`config.mk`:
```
export PLATFORM = sky130hd
export DESIGN_NAME = oal_reduce
export DESIGN_NICKNAME = d
export VERILOG_FILES = /design/src/rtl/oal_pkg.sv /design/src/rtl/oal_reduce.sv
export SDC_FILE = /design/constraint.sdc
export NUM_CORES = 1
export LEC_CHECK = 0
export CAP_MARGIN = 40
export CORE_UTILIZATION = 60
export DETAILED_ROUTE_END_ITERATION = 7
export DONT_BUFFER_PORTS = 1
export GPL_TIMING_DRIVEN = 0
export PLACE_DENSITY_LB_ADDON = 0.1
export SYNTH_ARGS = -nofsm -noshare
export SYNTH_HDL_FRONTEND = slang
export SYNTH_SLANG_ARGS = --single-unit
```
`constraint.sdc`:
```
create_clock -name vclk -period 3.5
set_input_delay 0.35 -clock vclk [all_inputs]
set_output_delay 0.35 -clock vclk [all_outputs]
set_load 0.01 [all_outputs]
```
`src/rtl/oal_pkg.sv`:
```
// shared types and constants for the ordered array list engine
`default_nettype none
package oal_pkg;

  localparam int DEPTH_DEF = 256;
  localparam int WORD_W    = 32;
  localparam int IDX_W     = 9;
  localparam int CAP_W     = 9;
  localparam int CNT_W     = 9;
  localparam int CMD_W     = 4;

  localparam logic [CAP_W-1:0]  CAP_RESET = 9'd256;
  localparam logic [WORD_W-1:0] FAIL_WORD = 32'hFFFF_FFFF;

  typedef enum logic [CMD_W-1:0] {
    CMD_APPEND  = 4'd0,
    CMD_INSERT  = 4'd1,
    CMD_DELETE  = 4'd2,
    CMD_GET     = 4'd3,
    CMD_SET     = 4'd4,
    CMD_MAX     = 4'd5,
    CMD_MIN     = 4'd6,
    CMD_SUM     = 4'd7,
    CMD_REVERSE = 4'd8
  } cmd_t;

endpackage
`default_nettype wire

```
`src/rtl/oal_reduce.sv`:
```
// one step of the max, min and sum reductions over words read from the store
`default_nettype none
module oal_reduce (
  input  oal_pkg::cmd_t                   op,
  input  logic                            first,
  input  logic signed [oal_pkg::WORD_W-1:0] acc,
  input  logic signed [oal_pkg::WORD_W-1:0] data,
  output logic signed [oal_pkg::WORD_W-1:0] acc_o
);
  import oal_pkg::*;

  always_comb begin
    acc_o = acc;
    if (first) begin
      // first word seeds every reduction, and is the word read by get and delete
      acc_o = data;
    end else begin
      case (op)
        CMD_MAX: if (data > acc) acc_o = data;
        CMD_MIN: if (data < acc) acc_o = data;
        CMD_SUM: acc_o = acc + data;
        default: acc_o = acc;
      endcase
    end
  end

endmodule
`default_nettype wire

```
==> results of run 1 <==
-- final cells by class --
class	count	share of cell area, %
plain buffers	9	2.47
inverters	56	5.85
multi-input cells	404	86.7
well taps	70	2.44
repair buffers	7	2.54
-- what timing repair did --
item                       in CTS  in global routing
setup buffers                   2                  3
gates cloned                    0                  2
gates resized for setup        17                 51
setup endpoints to repair      29                 31
pin swaps                       1                  9
-- final timing paths --
kind | start | to | slack, ns | cells after the start
max | acc[12] | acc_o[29] | 0.05 | 11
min | data[14] | acc_o[14] | 0.82 | 2
-- power breakdown --
group | internal (uW) | switching, uW
Sequential | 0 | 0
Clock | 0 | 0
Combinational | 245 | 336
-- cells in the mapped netlist, types with 2 or more instances --
cell        n
buf_2       3
and4_1      2
o31ai_1     6
nand2_1    20
o311ai_0    3
o22a_1      2
a21boi_0    6
nor2b_1    11
ha_1       63
a221o_1    12
a21o_1      8
o21ai_0    39
nor2_1     50
or3_1       3
a41oi_1     2
buf_6       3
mux2i_1     3
and2_1      3
a22oi_1    13
a21oi_1    43
xor2_1      6
and3b_1     2
nand2b_1   11
and3_1      2
a221oi_1    2
clkbuf_1    9
nor3_1     12
o21a_1      3
nor4_1      5
o22ai_1     5
a211oi_1    7
inv_1      56
nand3_1     7
o211ai_1    4
o2111ai_1   3
a31o_2      2
nand4_1     6
xnor2_1    20
-- per-layer routing --
layer,vias up,track usage (%)
met3,12,3.21
met5,-,0
li1,1745,-
met2,160,54.8
met4,0,2.67
met1,1707,42.8
-- kinds of logic after synthesis --
family / after synthesis
AO/OA/AOI/OAI: 172
AND/OR/NAND/NOR: 139
buffers and inverters: 71
adder cells (fa/ha/maj): 64
XOR/XNOR: 26
multiplexers: 3
-- metrics by stage --
stage | worst slack, ns | hold slack, ns | TNS, ns | utilization (%)
5_1_grt | -0.0504 | 0.850 | -0.805 | 70.0
6_report | 0.0460 | 0.823 | 0 | 70.0
3_3_place_gp | -0.406 | 0.865 | -6.12 | 64.1
4_1_cts | 0.00549 | 0.869 | 0 | 65.6
3_5_place_dp | -0.417 | 0.869 | -6.82 | 64.1
2_1_floorplan | 0.100 | 0.851 | 0 | -
==> qor.yml, run 1 <==
cp_top_family: "compound AO/OA/AOI/OAI gates"
path_cells: "inv_1 -> ha_4 -> nand4_1 -> nor2_1 -> a221o_1 -> o41a_4 -> nor3_4 -> a2bb2oi_4 -> a21oi_4 -> buf_6 -> a221o_1"
p_per_area_nw_per_um2: 162
netlist_area_um2: 3210
critPathBufInv: 2
syn-num-nets: 608
port_buffers: 0
start_kind: "input port"
fmax_mhz: 290
layout_common_cells: "ha_1 (57), inv_1 (55), nor2_1 (49), a21oi_1 (42), o21ai_0 (25)"
syn_area_per_cell_um2: 6.76
yosysTopAreaCellShare_pct: 24.6
synthToLayoutAreaGrowth_pct: 12.0
crit_fanout: 10
drc_errors: 0
max_slew.worst_pin.slew_ns: 0.765
dp_hpwl_um: 7260
hold_viol_final: 0
yosys.area.top_type: "ha_1"
synthAdderAreaFrac_pct: 25.2
firstDrtPassIters: 5
gr-total-overflow: 0
synth_mux_area_share_pct: 0.936
synth_xor_area_share_pct: 7.10
synthSimpleGateAreaFrac_pct: 21.6
drv_slew: 0
finalCriticalPeriod_ns: 3.45
arrival_ns: 3.10
die_w_um: 75.1
maxCapViolCount: 0
antenna_found_initial: 0
grt_pass1_vias: 3058
multi_input_area_um2: 3120
core_um2: 5140
vias: 3624
mostFrequentLayoutCell: "ha_1"
relSlewSlack_pct: 48.3
highest_layer: "met4"
report.power.total_uw: 581
cp_common_cell: "a221o_1"
slowest_stage: "o41a_4"
clockBufferCount: 0
regArea_um2: 0
ir_worst_vdd_uv: 82.2
rows: 26
seq_cells: 0
num-fill-cells: 468
io_pins: 101
final_nets: 611
worst-setup-path-type: "input port to primary output"
placedCellCount: 545
drt_iter0_drc: 252
start_util_pct: 62.4
leakage_uw: 0.00159
fin_area_um2: 3600
diodes: 0
grt_pass1_wl_um: 13900
ys_types: 56
fin_cells: 546
die-area_um2: 5650
status: "completed"
detail_route.wl_per_cell_um: 17.7
setup_viol: 0
synth_top_family_by_area: "compound AO/OA/AOI/OAI gates"
place.gp.congestion: 0.901
synth_warnings: 0
hold_path_class: "input port to primary output"
postRouteAntennaNets: 0
met1Wirelength_um: 4210
rsz0062_at_grt: "true"
synth_cells: 475
drive_gt1_share_pct: 10.7
slowest_delay_ns: 0.51
die_y_um: 75.1
wl_met3_um: 721
critPathCaptureType: "primary output"
hold_buffers: 0
synth-seq-area-share_pct: 0
wl_met2_um: 4580
synthTopCellsByArea: "ha_1 (25%), a21oi_1 (6.7%), inv_1 (6.5%)"
vias_per_cell: 6.64
track_usage_pct: 31.2
synth_compound_gate_area_share_pct: 36.0
required_ns: 3.15
finalCritPeriodShare_pct: 98.7
grt_max_degree: 11
wirelength_um: 9640
placed_cell_area_um2: 3300
No activity file was read; power rests on OpenSTA's default activity.
==> run 2, diff against run 1 <==
==> constraint.sdc (replaced) <==
create_clock -name vclk -period 3.5
set_input_delay 0.525 -clock vclk [all_inputs]
set_output_delay 0.525 -clock vclk [all_outputs]
set_load 0.01 [all_outputs]
==> run 2 against run 1 <==
  * Count of clock-buffer cells in the layout is the same
  * Flip-flop and latch count is the same
  * Worst hold slack gained 0.32 ns
  * Worst setup slack lost 0.19 ns
  * The run now ends with negative setup slack left
  * Largest power group unchanged
  * Critical endpoint is now acc_o[3]
  * Critical path type unchanged
  * Die area is the same
==> qor.yml, run 2 (synthesis results as in run 1) <==
status: "finished, violations left"
violations: "negative setup slack"
p_per_area_nw_per_um2: 164
clockBufferCount: 0
grt_pass1_vias: 3235
die_y_um: 75.1
ir_worst_vdd_uv: 88.8
place.gp.congestion: 0.927
dp_hpwl_um: 7340
die-area_um2: 5650
detail_route.wl_per_cell_um: 19.7
grt_pass1_wl_um: 14700
crit_fanout: 4
met2_usage_pct: 59.7
firstDrtPassIters: 5
cp-startpoint: "acc[14]"
drv_slew: 0
diodes: 0
place_ws_ns: -0.489
setup_viol: 31
layout_common_cells: "inv_1 (51), nor2_1 (46), ha_1 (44), a21oi_1 (38), o21ai_0 (21)"
grt_max_degree: 11
placed_cell_area_um2: 3370
vias: 3816
maxCapViolCount: 0
drive_gt1_share_pct: 24.1
antenna_found_initial: 0
die_w_um: 75.1
seq_cells: 0
finalCriticalPeriod_ns: 3.64
port_buffers: 0
core_um2: 5140
met1_usage_pct: 43.1
worst-setup-path-type: "input port to primary output"
hp-start: "data[7]"
num-fill-cells: 371
rsz0062_at_grt: "true"
fin_area_um2: 4080
start_util_pct: 62.4
drt_iter0_drc: 268
io_pins: 101
critPathCaptureType: "primary output"
final_nets: 620
vias_per_cell: 6.88
gr-total-overflow: 0
max_slew.worst_pin.slew_ns: 1.09
hold_viol_final: 0
multi_input_area_um2: 3510
use_met3_pct: 2.41
fmax_mhz: 275
hold_path_class: "input port to primary output"
relSlewSlack_pct: 27.1
hold_buffers: 0
required_ns: 2.97
rows: 26
fin_ws_ns: -0.141
finalCritPeriodShare_pct: 104
drc_errors: 0
postRouteAntennaNets: 0
busiest_layer: "met2"
mostFrequentLayoutCell: "inv_1"
wirelength_um: 10900
leakage_uw: 0.00169
arrival_ns: 3.12
track_usage_pct: 33.2
synthToLayoutAreaGrowth_pct: 27.1
start_kind: "input port"
regArea_um2: 0
-- run 2: timing repair --
action	in CTS	in global routing
pin swaps	23	25
endpoints found under the setup margin	32	32
gates cloned	2	0
hold endpoints to repair	0	0
resized for setup	49	83
buffers inserted	13	4
-- run 2: layout make-up --
class	count	area share [%]
Tap cell	70	2.15
Timing Repair Buffer	18	4.60
Buffer	7	1.66
Multi-Input combinational cell	404	86.0
Inverter	56	5.64
-- run 2: worst max-delay path: stages --
cell	delay [ns]
inv_8	0.01
ha_4	0.24
nand4_1	0.15
buf_4	0.15
nor4_4	0.03
a21boi_2	0.16
o41a_4	0.54
nor3_4	0.33
mux2i_4	0.12
nand2b_4	0.21
buf_12	0.15
buf_12	0.12
a221o_1	0.36
-- run 2: routing by layer --
layer,part of all wire (%),up-vias
met1,39,1787
met5,0,-
met4,4.3,0
li1,-,1769
met2,48,208
met3,8.4,52
-- run 2: stage by stage --
| stage | power [uW] | utilization (%) | cells | TNS [ns] | hold WS [ns] |
|---|---|---|---|---|---|
| final | 669 | 79.4 | 555 | -2.34 | 1.15 |
| after global routing | 726 | 79.4 | 555 | -5.18 | 1.16 |
| after CTS | 579 | 72.3 | 556 | -3.60 | 1.17 |
| after detailed placement | 511 | 65.5 | 545 | -12.90 | 1.18 |
| after global placement | 503 | 65.5 | 545 | -11.66 | 1.18 |
| after floorplan | 422 | - | 475 | -1.02 | 1.17 |
-- run 2: path summary, 6_finish.rpt --
check,depth (start not counted),slack [ns],to
min,2,1.15,acc_o[7]
max,13,-0.14,acc_o[3]
-- run 2: report_power, final --
part | switching, uW | total, uW | leakage [uW] | internal [uW]
Clock | 0 | 0 | 0 | 0
Sequential | 0 | 0 | 0 | 0
Combinational | 377 | 669 | 0.00169 | 292
==> run 3, diff against run 2 <==
--- a/config.mk
+++ b/config.mk
@@ -10,6 +10,7 @@
 export DETAILED_ROUTE_END_ITERATION = 7
 export DONT_BUFFER_PORTS = 1
 export GPL_TIMING_DRIVEN = 0
+export MAX_ROUTING_LAYER = met4
 export PLACE_DENSITY_LB_ADDON = 0.1
 export SYNTH_ARGS = -nofsm -noshare
 export SYNTH_HDL_FRONTEND = slang
==> run 3 against run 2 <==
  * The flow still finishes with violations (negative setup slack)
  * Maximum frequency fell by 1.2%
  * Count of clock-buffer cells in the layout did not move
  * Flip-flop and latch count did not move
  * Largest cell class unchanged
  * Largest power group unchanged
==> qor.yml, run 3 (synthesis results as in run 1) <==
min_path_cells: 2
grt_pass1_wl_um: 15000
drt_iter0_drc: 357
layout_common_cells: "inv_1 (53), ha_1 (48), nor2_1 (46), a21oi_1 (38), o21ai_0 (22)"
drv_slew: 0
fmax_mhz: 271
hold_viol_final: 0
final_nets: 622
synthToLayoutAreaGrowth_pct: 27.3
firstDrtPassIters: 7
vias_per_cell: 6.78
die_w_um: 75.1
start_util_pct: 62.4
dp_hpwl_um: 7390
place_ws_ns: -0.515
num-fill-cells: 375
port_buffers: 0
mostFrequentLayoutCell: "inv_1"
rsz0062_at_grt: "true"
start_kind: "input port"
antenna_found_initial: 0
max_slew.worst_pin.slew_ns: 0.891
regArea_um2: 0
tns_ns: -3.82
rows: 26
leakage_uw: 0.00171
vias: 3778
worst-setup-path-type: "input port to primary output"
violations: "negative setup slack"
fin_area_um2: 4090
p_per_area_nw_per_um2: 166
crit_fanout: 4
critPathCaptureType: "primary output"
postRouteAntennaNets: 0
finalCriticalPeriod_ns: 3.69
status: "finished, violations left"
fin_hold_ws_ns: 1.15
clockBufferCount: 0
drive_gt1_share_pct: 23.6
seq_cells: 0
detail_route.wl_per_cell_um: 19.7
maxCapViolCount: 0
hold_buffers: 0
die_y_um: 75.1
required_ns: 2.97
grt_pass1_vias: 3330
ir_worst_vdd_uv: 88.5
diodes: 0
io_pins: 101
setup_viol: 31
gr-total-overflow: 0
drc_errors: 0
core_um2: 5140
grt_max_degree: 11
placed_cell_area_um2: 3370
min_to: "acc_o[7]"
die-area_um2: 5650
hp-start: "data[7]"
relSlewSlack_pct: 40.6
arrival_ns: 3.16
fin_ws_ns: -0.186
wirelength_um: 11000
hold_path_class: "input port to primary output"
place.gp.congestion: 0.939
finalCritPeriodShare_pct: 105
track_usage_pct: 35.1
run 3: worst max-delay path by stage:
stage                   from         to  slack [ns]  cells after the start
global route         acc[14]   acc_o[9]       -0.32                     14
finish               acc[15]   acc_o[9]       -0.19                     13
global placement     acc[29]  acc_o[25]       -0.44                     14
detailed placement   acc[29]  acc_o[14]       -0.51                     14
CTS                 data[13]   acc_o[5]       -0.18                     10
floorplan            acc[13]  acc_o[23]       -0.06                     14
run 3: critical path, stage by stage:
cell	delay (ns)
inv_1	0.07
ha_4	0.21
nand4_1	0.19
nor2_1	0.09
a221o_1	0.33
o41a_4	0.52
nor3_4	0.18
buf_6	0.15
mux2i_4	0.08
nand2b_4	0.20
buf_6	0.15
buf_6	0.11
a221o_1	0.36
run 3: per-stage QoR:
| step | power [uW] | instances | util, % |
|---|---|---|---|
| after CTS | 584 | 552 | 73.0 |
| after floorplan | 422 | 475 | - |
| after detailed placement | 511 | 545 | 65.5 |
| final | 677 | 557 | 79.5 |
| after global routing | 730 | 557 | 79.5 |
| after global placement | 503 | 545 | 65.5 |
run 3: where the power goes:
group          internal [uW]  switching [uW]  total [uW]
Combinational            293             384         677
Sequential                 0               0           0
Clock                      0               0           0
Total                    293             384         677
run 3: metal layers:
| metal | global-route usage [%] | routed length (um) | vias to the layer above |
|---|---|---|---|
| li1 | - | - | 1766 |
| met5 | - | 0 | - |
| met4 | 10.9 | 417 | 0 |
| met2 | 64.0 | 5500 | 212 |
| met3 | 3.35 | 890 | 50 |
| met1 | 40.3 | 4180 | 1750 |
run 3: final cells by class:
cell class                      instances  area [um2]  area share [%]
Buffer                                  8        71.3            1.75
Inverter                               56         223            5.45
Multi-Input combinational cell        404        3510            85.9
Tap cell                               70        87.6            2.14
Timing Repair Buffer                   19         193            4.72
run 3: timing repair:
action | in CTS | in global routing
gates cloned | 2 | 0
buffers inserted | 11 | 7
setup endpoints to repair | 32 | 32
pin swaps | 32 | 24
gates resized for setup | 68 | 63
